<file path="src/design/uart_pkg.sv">
`timescale 1ns / 1ps
`default_nettype none

package uart_pkg;

    localparam int unsigned BYTE_W            = 8;
    localparam int unsigned PERIOD_W          = 16;
    localparam int unsigned RX_TIMER_W        = PERIOD_W + 1;
    localparam int unsigned DATA_BITS_DEFAULT = 8;

    localparam logic [PERIOD_W-1:0] BIT_PERIOD_RESET = 16'd105;
    localparam logic [PERIOD_W-1:0] MIN_PERIOD       = 16'd2;

    typedef enum logic [1:0] {
        TX_IDLE,
        TX_START,
        TX_DATA,
        TX_STOP
    } tx_phase_t;

    typedef enum logic [2:0] {
        RX_IDLE,
        RX_FIRST,
        RX_DATA,
        RX_STOP,
        RX_GUARD,
        RX_WAITHIGH
    } rx_phase_t;

    typedef struct packed {
        logic line;
        logic busy;
    } tx_status_t;

    typedef struct packed {
        logic              valid;
        logic [BYTE_W-1:0] data;
        logic              frame_error;
    } rx_status_t;

    typedef struct packed {
        tx_status_t tx;
        rx_status_t rx;
    } result_t;

    // Clamp very short bit periods to the shortest usable length.
    function automatic logic [PERIOD_W-1:0] period_clamp(input logic [PERIOD_W-1:0] p);
        return (p < MIN_PERIOD) ? MIN_PERIOD : p;
    endfunction

endpackage

`default_nettype wire

</file>
<file path="src/design/uart_if.sv">
`timescale 1ns / 1ps
`default_nettype none

interface uart_tick_if;
    logic                       valid;
    logic                       ready;
    logic                       rx_line;
    logic                       tx_start;
    logic [uart_pkg::BYTE_W-1:0] tx_byte;

    modport source (output valid, output rx_line, output tx_start, output tx_byte,
                    input ready);
    modport sink   (input valid, input rx_line, input tx_start, input tx_byte,
                    output ready);
endinterface

interface uart_result_if;
    logic                       valid;
    logic                       ready;
    logic                       tx_line;
    logic                       tx_busy;
    logic                       rx_valid;
    logic [uart_pkg::BYTE_W-1:0] rx_byte;
    logic                       rx_frame_error;

    modport source (output valid, output tx_line, output tx_busy, output rx_valid,
                    output rx_byte, output rx_frame_error, input ready);
    modport sink   (input valid, input tx_line, input tx_busy, input rx_valid,
                    input rx_byte, input rx_frame_error, output ready);
endinterface

interface uart_cfg_if;
    logic                         valid;
    logic                         ready;
    logic [uart_pkg::PERIOD_W-1:0] data;

    modport source (output valid, output data, input ready);
    modport sink   (input valid, input data, output ready);
endinterface

`default_nettype wire

</file>
<file path="src/design/uart_tx.sv">
`timescale 1ns / 1ps
`default_nettype none

module uart_tx #(
    parameter int unsigned DATA_BITS = uart_pkg::DATA_BITS_DEFAULT
) (
    input  wire logic                          clk,
    input  wire logic                          rst_n,
    input  wire logic                          en,
    input  wire logic                          start,
    input  wire logic [uart_pkg::BYTE_W-1:0]   data,
    input  wire logic [uart_pkg::PERIOD_W-1:0] period,
    output uart_pkg::tx_status_t               status
);

    localparam int unsigned CNT_W = $clog2(DATA_BITS + 1);

    uart_pkg::tx_phase_t           phase_reg, phase_next;
    logic [uart_pkg::BYTE_W-1:0]   shift_reg, shift_next;
    logic [CNT_W-1:0]              cnt_reg, cnt_next;
    logic [uart_pkg::PERIOD_W-1:0] timer_reg, timer_next;
    logic                          level_reg, level_next;
    logic [uart_pkg::PERIOD_W-1:0] timer_dec;

    assign timer_dec = timer_reg - uart_pkg::PERIOD_W'(1);

    always_comb
    begin
        phase_next = phase_reg;
        shift_next = shift_reg;
        cnt_next   = cnt_reg;
        timer_next = timer_reg;
        level_next = level_reg;
        if (phase_reg == uart_pkg::TX_IDLE)
        begin
            level_next = 1'b1;
            if (start)
            begin
                shift_next = data;
                cnt_next   = '0;
                level_next = 1'b0;
                timer_next = period;
                phase_next = uart_pkg::TX_START;
            end
        end
        else
        begin
            timer_next = timer_dec;
            if (timer_dec == '0)
            begin
                if (phase_reg == uart_pkg::TX_STOP)
                begin
                    phase_next = uart_pkg::TX_IDLE;
                    level_next = 1'b1;
                end
                else if (phase_reg == uart_pkg::TX_DATA && 32'(cnt_reg) >= 32'(DATA_BITS))
                begin
                    phase_next = uart_pkg::TX_STOP;
                    level_next = 1'b1;
                    timer_next = period;
                end
                else
                begin
                    // Bits past the byte shift out as zero.
                    phase_next = uart_pkg::TX_DATA;
                    level_next = shift_reg[0];
                    shift_next = {1'b0, shift_reg[uart_pkg::BYTE_W-1:1]};
                    cnt_next   = cnt_reg + CNT_W'(1);
                    timer_next = period;
                end
            end
        end
    end

    assign status.line = level_next;
    assign status.busy = (phase_next != uart_pkg::TX_IDLE);

    always_ff @(posedge clk or negedge rst_n)
    begin
        if (!rst_n)
        begin
            phase_reg <= uart_pkg::TX_IDLE;
            shift_reg <= '0;
            cnt_reg   <= '0;
            timer_reg <= '0;
            level_reg <= 1'b1;
        end
        else if (en)
        begin
            phase_reg <= phase_next;
            shift_reg <= shift_next;
            cnt_reg   <= cnt_next;
            timer_reg <= timer_next;
            level_reg <= level_next;
        end
    end

`ifndef SYNTHESIS
    a_idle_high: assert property (@(posedge clk) disable iff (!rst_n)
        phase_reg == uart_pkg::TX_IDLE |-> level_reg)
        else $error("tx line low while idle");
    a_start_bit: assert property (@(posedge clk) disable iff (!rst_n)
        en && start && phase_reg == uart_pkg::TX_IDLE |=>
        !level_reg && phase_reg == uart_pkg::TX_START)
        else $error("start bit not driven after request");
`endif

endmodule

`default_nettype wire

</file>
<file path="src/design/uart_rx.sv">
`timescale 1ns / 1ps
`default_nettype none

module uart_rx #(
    parameter int unsigned DATA_BITS = uart_pkg::DATA_BITS_DEFAULT
) (
    input  wire logic                          clk,
    input  wire logic                          rst_n,
    input  wire logic                          en,
    input  wire logic                          line,
    input  wire logic [uart_pkg::PERIOD_W-1:0] period,
    output uart_pkg::rx_status_t               status
);

    localparam int unsigned CNT_W = $clog2(DATA_BITS + 1);
    localparam int unsigned TW    = uart_pkg::RX_TIMER_W;

    uart_pkg::rx_phase_t         phase_reg, phase_next;
    logic [TW-1:0]               timer_reg, timer_next;
    logic [CNT_W-1:0]            cnt_reg, cnt_next;
    logic [uart_pkg::BYTE_W-1:0] shift_reg, shift_next;
    logic [TW-1:0]               timer_dec;
    logic [TW-1:0]               first_wait;
    logic [TW-1:0]               full_wait;
    logic [TW-1:0]               half_wait;

    assign timer_dec  = timer_reg - TW'(1);
    assign full_wait  = {1'b0, period};
    assign half_wait  = {2'b00, period[uart_pkg::PERIOD_W-1:1]};
    assign first_wait = full_wait + half_wait;

    always_comb
    begin
        phase_next = phase_reg;
        timer_next = timer_reg;
        cnt_next   = cnt_reg;
        shift_next = shift_reg;
        status     = '0;
        unique case (phase_reg)
            uart_pkg::RX_IDLE:
            begin
                if (!line)
                begin
                    shift_next = '0;
                    cnt_next   = '0;
                    timer_next = first_wait;
                    phase_next = uart_pkg::RX_FIRST;
                end
            end
            uart_pkg::RX_WAITHIGH:
            begin
                if (line)
                    phase_next = uart_pkg::RX_IDLE;
            end
            uart_pkg::RX_FIRST, uart_pkg::RX_DATA, uart_pkg::RX_STOP, uart_pkg::RX_GUARD:
            begin
                timer_next = timer_dec;
                if (timer_dec == '0)
                begin
                    if (phase_reg == uart_pkg::RX_GUARD)
                        phase_next = uart_pkg::RX_IDLE;
                    else if (phase_reg == uart_pkg::RX_STOP)
                    begin
                        if (line)
                        begin
                            status.valid = 1'b1;
                            status.data  = shift_reg;
                            timer_next   = half_wait;
                            phase_next   = uart_pkg::RX_GUARD;
                        end
                        else
                        begin
                            status.frame_error = 1'b1;
                            phase_next         = uart_pkg::RX_WAITHIGH;
                        end
                    end
                    else
                    begin
                        // Drop samples past the byte.
                        if (line && 32'(cnt_reg) < 32'(uart_pkg::BYTE_W))
                            shift_next[cnt_reg[2:0]] = 1'b1;
                        cnt_next   = cnt_reg + CNT_W'(1);
                        timer_next = full_wait;
                        phase_next = (32'(cnt_next) >= 32'(DATA_BITS)) ?
                                     uart_pkg::RX_STOP : uart_pkg::RX_DATA;
                    end
                end
            end
            default:
                phase_next = uart_pkg::RX_IDLE;
        endcase
    end

    always_ff @(posedge clk or negedge rst_n)
    begin
        if (!rst_n)
        begin
            phase_reg <= uart_pkg::RX_IDLE;
            timer_reg <= '0;
            cnt_reg   <= '0;
            shift_reg <= '0;
        end
        else if (en)
        begin
            phase_reg <= phase_next;
            timer_reg <= timer_next;
            cnt_reg   <= cnt_next;
            shift_reg <= shift_next;
        end
    end

`ifndef SYNTHESIS
    a_done_from_stop: assert property (@(posedge clk) disable iff (!rst_n)
        en && (status.valid || status.frame_error) |->
        phase_reg == uart_pkg::RX_STOP && timer_reg == TW'(1))
        else $error("rx result outside stop sample");
    a_guard_after_byte: assert property (@(posedge clk) disable iff (!rst_n)
        en && status.valid |=> phase_reg == uart_pkg::RX_GUARD)
        else $error("no guard after good byte");
`endif

endmodule

`default_nettype wire

</file>
<file path="src/design/uart_skid.sv">
`timescale 1ns / 1ps
`default_nettype none

module uart_skid (
    input  wire logic        clk,
    input  wire logic        rst_n,
    input  wire logic        in_valid,
    output logic             in_ready,
    input  uart_pkg::result_t in_data,
    uart_result_if.source    result
);

    logic              out_valid_reg, out_valid_next;
    logic              skid_valid_reg, skid_valid_next;
    uart_pkg::result_t out_data_reg, out_data_next;
    uart_pkg::result_t skid_data_reg, skid_data_next;
    logic              push;
    logic              out_free;

    assign in_ready = !skid_valid_reg;
    assign push     = in_valid && in_ready;
    assign out_free = !out_valid_reg || result.ready;

    always_comb
    begin
        out_valid_next  = out_valid_reg;
        skid_valid_next = skid_valid_reg;
        out_data_next   = out_data_reg;
        skid_data_next  = skid_data_reg;
        if (out_free)
        begin
            if (skid_valid_reg)
            begin
                out_data_next   = skid_data_reg;
                out_valid_next  = 1'b1;
                skid_valid_next = 1'b0;
            end
            else
            begin
                out_data_next  = in_data;
                out_valid_next = push;
            end
        end
        else if (push)
        begin
            // Park the request while the output is stalled.
            skid_data_next  = in_data;
            skid_valid_next = 1'b1;
        end
    end

    always_ff @(posedge clk or negedge rst_n)
    begin
        if (!rst_n)
        begin
            out_valid_reg  <= 1'b0;
            skid_valid_reg <= 1'b0;
        end
        else
        begin
            out_valid_reg  <= out_valid_next;
            skid_valid_reg <= skid_valid_next;
        end
    end

    always_ff @(posedge clk)
    begin
        out_data_reg  <= out_data_next;
        skid_data_reg <= skid_data_next;
    end

    assign result.valid          = out_valid_reg;
    assign result.tx_line        = out_data_reg.tx.line;
    assign result.tx_busy        = out_data_reg.tx.busy;
    assign result.rx_valid       = out_data_reg.rx.valid;
    assign result.rx_byte        = out_data_reg.rx.data;
    assign result.rx_frame_error = out_data_reg.rx.frame_error;

`ifndef SYNTHESIS
    a_skid_behind_out: assert property (@(posedge clk) disable iff (!rst_n)
        skid_valid_reg |-> out_valid_reg)
        else $error("skid holds a result with output empty");
`endif

endmodule

`default_nettype wire

</file>
<file path="src/design/uart_8n1_tx_rx_unit.sv">
`timescale 1ns / 1ps
`default_nettype none

// 8N1 serial transmitter and receiver driven by timing ticks.
// Channels:
//   tick   - one request per timing tick: sampled rx_line, tx_start, tx_byte.
//   result - one result per tick: tx_line, tx_busy, rx_valid, rx_byte,
//            rx_frame_error, showing the state after that tick.
//   cfg    - write of bit_period (ticks per serial bit); always ready.
//            Write it only while no tick result is pending.
// Each tick result is registered in the output register, or in the skid
// register while the sink stalls. Throughput: one tick per clock while
// tick.ready is high; the state machines update from their registers.
// A two-entry output buffer (output register plus skid register) lets a
// tick be taken while the previous result waits. When the result sink
// stalls, one more tick is taken into the skid register, then tick.ready
// drops until the sink takes a result.
// Reset (rst_n, asynchronous, low): both sides idle, tx line high,
// bit_period back to 105, output buffer empty.
module uart_8n1_tx_rx_unit #(
    parameter int unsigned DATA_BITS = uart_pkg::DATA_BITS_DEFAULT
) (
    input  wire logic     clk,
    input  wire logic     rst_n,
    uart_tick_if.sink     tick,
    uart_result_if.source result,
    uart_cfg_if.sink      cfg
);

    logic [uart_pkg::PERIOD_W-1:0] bit_period_reg;
    logic [uart_pkg::PERIOD_W-1:0] period;
    logic                          accept;
    uart_pkg::tx_status_t          tx_status;
    uart_pkg::rx_status_t          rx_status;
    uart_pkg::result_t             tick_result;

    // Configuration writes never stall.
    assign cfg.ready = 1'b1;

    always_ff @(posedge clk or negedge rst_n)
    begin
        if (!rst_n)
            bit_period_reg <= uart_pkg::BIT_PERIOD_RESET;
        else if (cfg.valid)
            bit_period_reg <= cfg.data;
    end

    assign period = uart_pkg::period_clamp(bit_period_reg);
    assign accept = tick.valid && tick.ready;

    // Advance both state machines once per accepted tick.
    uart_tx #(
        .DATA_BITS (DATA_BITS)
    ) u_tx (
        .clk    (clk),
        .rst_n  (rst_n),
        .en     (accept),
        .start  (tick.tx_start),
        .data   (tick.tx_byte),
        .period (period),
        .status (tx_status)
    );

    uart_rx #(
        .DATA_BITS (DATA_BITS)
    ) u_rx (
        .clk    (clk),
        .rst_n  (rst_n),
        .en     (accept),
        .line   (tick.rx_line),
        .period (period),
        .status (rx_status)
    );

    assign tick_result.tx = tx_status;
    assign tick_result.rx = rx_status;

    // Hold each result until the sink takes it.
    uart_skid u_skid (
        .clk      (clk),
        .rst_n    (rst_n),
        .in_valid (tick.valid),
        .in_ready (tick.ready),
        .in_data  (tick_result),
        .result   (result)
    );

`ifndef SYNTHESIS
    a_one_outcome: assert property (@(posedge clk) disable iff (!rst_n)
        result.valid |-> !(result.rx_valid && result.rx_frame_error))
        else $error("byte and framing error on the same tick");
    a_result_follows_tick: assert property (@(posedge clk) disable iff (!rst_n)
        accept |=> result.valid)
        else $error("accepted tick gave no result");
`endif

endmodule

`default_nettype wire

</file>
<file path="src/flat_wrapper.sv">
// flat-port wrapper written by rule: the top's interface ports become plain ports
module uart_8n1_tx_rx_unit_flat 
#(
    parameter int unsigned DATA_BITS = uart_pkg::DATA_BITS_DEFAULT
)
  (clk, rst_n, tick_valid, tick_rx_line, tick_tx_start, tick_tx_byte, tick_ready, result_valid, result_tx_line, result_tx_busy, result_rx_valid, result_rx_byte, result_rx_frame_error, result_ready, cfg_valid, cfg_data, cfg_ready);
  uart_tick_if tick_i ();
  uart_result_if result_i ();
  uart_cfg_if cfg_i ();
  input  wire logic clk;
  input  wire logic rst_n;
  input wire logic [$bits(tick_i.valid)-1:0] tick_valid;
  input wire logic [$bits(tick_i.rx_line)-1:0] tick_rx_line;
  input wire logic [$bits(tick_i.tx_start)-1:0] tick_tx_start;
  input wire logic [$bits(tick_i.tx_byte)-1:0] tick_tx_byte;
  output wire logic [$bits(tick_i.ready)-1:0] tick_ready;
  output wire logic [$bits(result_i.valid)-1:0] result_valid;
  output wire logic [$bits(result_i.tx_line)-1:0] result_tx_line;
  output wire logic [$bits(result_i.tx_busy)-1:0] result_tx_busy;
  output wire logic [$bits(result_i.rx_valid)-1:0] result_rx_valid;
  output wire logic [$bits(result_i.rx_byte)-1:0] result_rx_byte;
  output wire logic [$bits(result_i.rx_frame_error)-1:0] result_rx_frame_error;
  input wire logic [$bits(result_i.ready)-1:0] result_ready;
  input wire logic [$bits(cfg_i.valid)-1:0] cfg_valid;
  input wire logic [$bits(cfg_i.data)-1:0] cfg_data;
  output wire logic [$bits(cfg_i.ready)-1:0] cfg_ready;
  assign tick_i.valid = tick_valid;
  assign tick_i.rx_line = tick_rx_line;
  assign tick_i.tx_start = tick_tx_start;
  assign tick_i.tx_byte = tick_tx_byte;
  assign tick_ready = tick_i.ready;
  assign result_valid = result_i.valid;
  assign result_tx_line = result_i.tx_line;
  assign result_tx_busy = result_i.tx_busy;
  assign result_rx_valid = result_i.rx_valid;
  assign result_rx_byte = result_i.rx_byte;
  assign result_rx_frame_error = result_i.rx_frame_error;
  assign result_i.ready = result_ready;
  assign cfg_i.valid = cfg_valid;
  assign cfg_i.data = cfg_data;
  assign cfg_ready = cfg_i.ready;
  uart_8n1_tx_rx_unit #(.DATA_BITS(DATA_BITS)) u_core (.clk(clk), .rst_n(rst_n), .tick(tick_i), .result(result_i), .cfg(cfg_i));
endmodule
</file>
<file path="config.mk">
export PLATFORM = sky130hd
export DESIGN_NAME = uart_8n1_tx_rx_unit_flat
export DESIGN_NICKNAME = d
export VERILOG_FILES = /design/src/design/uart_pkg.sv /design/src/design/uart_if.sv /design/src/design/uart_tx.sv /design/src/design/uart_rx.sv /design/src/design/uart_skid.sv /design/src/design/uart_8n1_tx_rx_unit.sv /design/src/flat_wrapper.sv
export SDC_FILE = /design/constraint.sdc
export NUM_CORES = 1
export LEC_CHECK = 0
export ABC_CLOCK_PERIOD_IN_PS = 3200
export BUFFER_PORTS_ARGS = -buffer_cell sky130_fd_sc_hd__clkbuf_2
export CAP_MARGIN = 20
export CORE_MARGIN = 2
export CORE_UTILIZATION = 56
export DETAILED_ROUTE_END_ITERATION = 10
export GPL_ROUTABILITY_DRIVEN = 0
export PLACE_DENSITY = 0.77
export SYNTH_ARGS = -nofsm -noshare
export SYNTH_HDL_FRONTEND = slang
export SYNTH_HIERARCHICAL = 1
export SYNTH_SLANG_ARGS = --single-unit
</file>
<file path="constraint.sdc">
create_clock -name clk -period 3.2 [get_ports clk]
set_clock_uncertainty 0.15 [all_clocks]
set_input_delay 0.32 -clock clk [delete_from_list [all_inputs] [get_ports clk]]
set_output_delay 0.32 -clock clk [all_outputs]
set_load 0.03 [all_outputs]
</file>
Word level (Yosys, flattened, before mapping):

Index checks and enable logic that the tools add are counted.

* input port bits: 31
* register bits: 105
* latch bits: 0
* bits in writable memories: 0
* logic and storage cells: 136
* bits in read-only memories: 0
* memories: 0

* div/mod/pow operators: 0
* magnitude comparators: 6
* equality and inequality tests: 16
* add/subtract/negate cells: 5
* reduce and logical (&&, ||, !) cells: 23
* multiplexer cells: 62
* shift operators: 0
* bitwise gates (word level): 2
* multiply operators: 0

Operator list (count)
* $mux W17: 5
* $mux W16: 5
* $mux W8: 10
* $mux W10: 4
* $mux W4: 9
* $pmux W17 S2: 1
* $ne A2 B2 Y1 const B: 9
* $add A16 B15 Y17: 1
* $logic_not A17 Y1: 1
* $sub A17 B1 Y17 const B: 1
* $logic_not A16 Y1: 1
* $lt A16 B2 Y1 const B: 1
* $pmux W8 S2: 1
* $sub A16 B1 Y16 const B: 1
* $mux W3: 5
* $mux W1: 13
* $mux W12: 1
* $mux W9: 1
* $pmux W3 S3: 1
* $add A4 B1 Y4 const B: 2
* $ge A4 B4 Y1 const B: 2
* $mux W2: 4
* $or A8 B8 Y8: 1
* $pmux W4 S2: 1
* other kinds (22): 33

Depth between registers and ports, before layout:

* depth in word-level cells: 10
* mapped depth: 14
* mapped depth without buffers: 13

Modules after synthesis:

The synthesis kept the hierarchy.

Modules (own cells, without submodules)
* uart_rx: cells each 419, instances 1, area an instance 3243.1 um^2
* uart_tx: cells each 244, instances 1, area an instance 2204.6 um^2
* uart_skid: cells each 46, instances 1, area an instance 992.2 um^2
* uart_8n1_tx_rx_unit: cells each 59, instances 1, area an instance 773.2 um^2

Least setup slack after synthesis:

No wires, ideal clock.

* kind: reg2reg
* start: reg u_core/u_tx/timer_reg[1] (netlist name)
* end: reg u_core.u_skid.out_data_reg (netlist bit u_core/u_skid/result.tx_line) (data pin)
* buffers on the path: 3
* data arrival time: 2.958 ns
* path slack: -0.167 ns
* cell stages (with the launch flop): 15
* data required time: 2.790 ns
* period minus slack after synthesis: 3.367 ns
* setup time: 0.260 ns
* cell sequence: dfrtp_1 > clkbuf_1 > inv_1 > ha_1 > clkbuf_1 > nor3b_1 > nand4_1 > xor2_1 > nand4_4 > nor3_4 > nand3b_1 > o211ai_1 > o21ai_0 > buf_4 > mux2_2

* longest elaborated chain between the ends: 5

Ends and longest elaborated chain
* start: declaration: line uart_tx.sv:21 `logic [uart_pkg::PERIOD_W-1:0] timer_reg, timer_next;`
* start signal: assignment: line uart_tx.sv:93 `timer_reg <= timer_next;`
* $sub A16 B1 Y16: line uart_tx.sv:25 `assign timer_dec = timer_reg - uart_pkg::PERIOD_W'(1);`
* $logic_not A16 Y1: line uart_tx.sv:49 `if (timer_dec == '0)`
* $mux W1: line uart_tx.sv:49
* $mux W1: line uart_tx.sv:34 `if (phase_reg == uart_pkg::TX_IDLE)`
* via u_core.u_tx.level_next: line uart_tx.sv:22 `logic level_reg, level_next;`
* $mux W12: line uart_skid.sv:32 `if (skid_valid_reg)`
* end signal: assignment: line uart_skid.sv:68 `out_data_reg <= out_data_next;`
* end: declaration: line uart_skid.sv:15 `uart_pkg::result_t out_data_reg, out_data_next;`

The timed path passes the listed nets, and every way through them passes these cells.
A chain may end at the register's enable or synchronous reset.

Worst setup path in the final report:

* start: reg u_core/bit_period_reg[15] (netlist name)
* end: reg u_core.u_rx.timer_reg[14]

* elaborated cells between the ends (all ways): 9

RTL lines
* start: declaration: line uart_8n1_tx_rx_unit.sv:30 `logic [uart_pkg::PERIOD_W-1:0] bit_period_reg;`
* start signal: assignment: line uart_8n1_tx_rx_unit.sv:43 `bit_period_reg <= uart_pkg::BIT_PERIOD_RESET;`
* start signal: assignment: line uart_8n1_tx_rx_unit.sv:45 `bit_period_reg <= cfg.data;`
* $lt A16 B2 Y1: line uart_pkg.sv:48 `return (p < MIN_PERIOD) ? MIN_PERIOD : p;`
* $mux W16: line uart_pkg.sv:48
* via u_core.period, one bit: line uart_8n1_tx_rx_unit.sv:31 `logic [uart_pkg::PERIOD_W-1:0] period;`
* $add A16 B15 Y17: line uart_rx.sv:30 `assign first_wait = full_wait + half_wait;`
* $mux W17: line uart_rx.sv:42 `if (!line)`
* $pmux W17 S2: line uart_rx.sv:39 `unique case (phase_reg)`
* end signal: assignment: line uart_rx.sv:106 `timer_reg <= timer_next;`
* end: declaration: line uart_rx.sv:19 `logic [TW-1:0] timer_reg, timer_next;`

The timed path passes the listed nets, and every way through them passes these cells. The select of a mux whose other input is x is not followed.

==> metrics.md <==
| Metric | Value |
|---|---|
| Run status | `finished, final reports clean` |
| Critical path arrival | `3280 ps` |
| Total number of vias | `6,199` |
| MaxCap Viol Count | `0` |
| Final hold viol count | `0` |
| Largest family of logic cells by synthesized area | `simple AND/OR/NAND/NOR gates` |
| Mux cell area share after synthesis | `under 10%` |
| DRT antenna net count | `0` |
| Synth Area in Adders | `4.44%` |
| CP Capture Type | `flop` |
| Full die area | `13,800 um^2` |
| Grt ovf | `0` |
| Sw Ratio | `between 30% and 40%` |
| Gr usage total | `about a quarter` |
| Worst vdd ir | `about 0.36 mV` |
| EDFF count, synth | `24` |
| Fin Hold WS | `approximately 15 ps` |
| Register bit total from synthesis | `between 100 and 150` |
| Initial antenna violation count | `0` |
| Clock Latency Late Sink | `360 ps` |
| Area contributors post-synth | `dfrtp_1, edfxtp_1, ha_1` |
| Met3 wire len | `about 1.1 mm` |
| Post-DP Area | `about 7800 um^2` |
| Wire length on met2 | `approximately 8.6 mm` |
| Slew headroom | `between 40 and 50%` |
| FMAX | `approximately 310 MHz` |
| Final setup vio count | `0` |
| Max FFs per register | `17` |
| Final-layout fill cell count | `around 1,100` |
| Die Y | `around 120 um` |
| R2R setup slack | `about 24 ps` |
| Layout cells sized above 1 | `26.2%` |
| Post-Synth XOR/XNOR Area | `~3.1%` |
| Share of the synthesized area in the top cell type | `26.4%` |
| Total routed wirelength | `17.8 mm` |
| IO buf count | `44` |
| Netlist cell types | `92` |
| Commonest non-fill, non-tap cell in the layout | `dfrtp_1` |
| Register area | `2750 um^2` |
| Multi-input logic area | `4150 um^2` |
| CTS tree | `yes` |
| DRC viols | `0` |
| Util after Layout | `around 65%` |
| Cell taking the most area after synthesis | `dfrtp_1` |
| Row count | `41` |
| Tightest Pin Transition | `roughly 750 ps` |
| Ys flop type | `dfrtp_1` |
| Pins over their slew limit | `0` |
| Global-route wire length before repair | `29.1 mm` |
| Register area share after synthesis | `38.2%` |
| Initial DRC count | `between 700 and 800` |
| Most frequent cells in the layout | `dfrtp_1, nand2_1, buf_4, nor2_1, clkbuf_2` |
| Sw Pwr | `approximately 0.0019 W` |
| Average size of a mapped cell | `around 9.4 um^2` |
| Clock slew at reported path FFs | `80 ps` |
| Crit Path Class | `flop to flop` |
| Diode count | `0` |
| Layout Nets | `878` |
| Cells after Synth | `around 770` |
| First-pass DRT Iterations | `6` |
| Clock tree buffer depth | `2` |
| Post-synthesis simple-gate area fraction | `a little over a fifth` |
| CTS buffer count | `9` |
| Internal power | `0.00299 W` |
| Logic pwr share | `37.6%` |
| Highest metal used | `met4` |
| Crit-path max FO | `3` |
| Fin crit period | `3180 ps` |
| Clk root buf | `clkbuf_16` |
| Reg power frac | `roughly 40%` |
| Crit path launch type | `flop` |
| Syn Nets | `just over 800` |
| Critical path required time | `3300 ps` |
| Die X | `~120 um` |
| M1 wire length | `7.66 mm` |
| Initial Util | `a little under three fifths` |
| Post-route cell area | `8210 um^2` |
| Routed vias/inst | `around 6.2` |
| # IOs | `46` |
| Clock power share | `a little over a fifth` |
| Post-Syn Area | `7210 um^2` |
| PwrDens | `around 600 nW/um^2` |
| Ys async rst share | `between 70 and 80%` |
| Total core area | `about 13,000 um^2` |
| Dpl hpwl | `approximately 13 mm` |
| Max H-tree Level | `3` |
| Area growth, synth to finish | `13.8%` |
| RSZ-0062 raised after global routing | `yes` |
| Worst hold path class | `primary input to flop` |
| Yosys warnings | `6` |
| Wire per inst | `17.8 um` |
| Final period util | `between 90% and 100%` |
| Dpl cells | `977` |
| Lkg Pwr | `approximately 3.5 nW` |
| Clk sinks | `between 100 and 150` |
| Pin count of the biggest net entering global routing | `82` |
| Final cell count without fillers | `around 1,000` |
| Vias in the first global route | `5,991` |
| Compound-Gate Fraction of Synth Area | `a little under a fifth` |
cells in the mapped netlist, drive strengths merged, types with 7 or more instances:
cell type / instances
clkbuf: 41
a31oi: 13
or3: 7
nor4: 10
nand2: 71
nor2: 57
o21ai: 42
and3: 14
a21oi: 46
mux2: 43
o211ai: 9
edfxtp: 24
nor2b: 8
a2bb2oi: 9
and2: 14
nand4: 7
o22ai: 9
xor2: 7
inv: 33
dfrtp: 76
mux2i: 11
nor3: 24
ha: 24
o31ai: 8
nand3: 34
xnor2: 18
buf: 16
logic make-up after synthesis:
| group | after synthesis |
|---|---|
| compound gates | 189 |
| xor+xnor | 25 |
| fa+ha+maj | 25 |
| buf+inv | 90 |
| flops | 105 |
| mux | 54 |
| other cells | 1 |
| simple gates | 279 |
cell type report:
cell class,count,area share (%)
multi-input combinational,573,50.6
sequential,105,33.5
timing repair buffer,100,8.26
clock buffer,9,2.74
tap,172,2.62
inverter,33,1.51
clock inverter,7,0.732
per-stage QoR:
step / setup TNS (ps) / worst slack [ps] / power, W
6_report: 0 / 24.0 / 0.00493
5_1_grt: -382 / -152 / 0.00522
4_1_cts: 0 / 2.01 / 0.00486
3_5_place_dp: -94.7 / -93.3 / 0.00378
3_3_place_gp: 0 / 5.24 / 0.00368
2_1_floorplan: 0 / 5.55 / 0.00324
worst max-delay path, stage by stage (launching register included):
cell and delay (ps):
dfrtp_1 390, nor4_2 310, a41o_1 260, ha_2 210, inv_2 40, fa_2 360, nor2b_4 140, o21ai_2 80
a21boi_2 170, o21ai_2 80, a311oi_2 310, a31o_2 230, xnor2_1 80, o221a_2 250
worst paths after layout:
kind | startpoint | to | cells after the start
worst max-delay path | u_core/bit_period_reg[15]$_DFFE_PN0P_ | u_core/u_rx/timer_reg[14]$_DFFE_PN0P_ | 13
worst min-delay path | cfg_data[0] | u_core/bit_period_reg[0]$_DFFE_PN1P_ | 3
worst max register to register | u_core/bit_period_reg[15]$_DFFE_PN0P_ | u_core/u_rx/timer_reg[14]$_DFFE_PN0P_ | 13
worst min register to register | u_core/u_rx/shift_reg[7]$_DFFE_PN0P_ | u_core/u_rx/shift_reg[7]$_DFFE_PN0P_ | 2
max in group asynchronous | rst_n | u_core/bit_period_reg[3]$_DFFE_PN1P_ | 3
min in group asynchronous | rst_n | u_core/u_rx/timer_reg[13]$_DFFE_PN0P_ | 2
power groups by stage:
stage	clock, W	combinational (W)	sequential, W
CTS	0.00110	0.00178	0.00199
floorplan	0	0.00133	0.00191
detailed placement	0	0.00177	0.00201
global route	0.00115	0.00202	0.00204
finish	0.00107	0.00185	0.00200
global placement	0	0.00170	0.00198
per-layer routing:
metal,GRT usage (%),up-vias
met5,0,-
met2,42.4,260
met4,8.58,0
met3,5.09,39
met1,34.2,2991
li1,-,2909
repair_timing:
action	in CTS	in global routing
gates cloned	0	0
gates resized for setup	3	18
endpoints found under the hold margin	0	25
endpoints found under the setup margin	3	19
pin swaps	6	9
hold buffers	0	1
buffers inserted	2	2
Note: power is estimated with default switching activity, not from simulation.
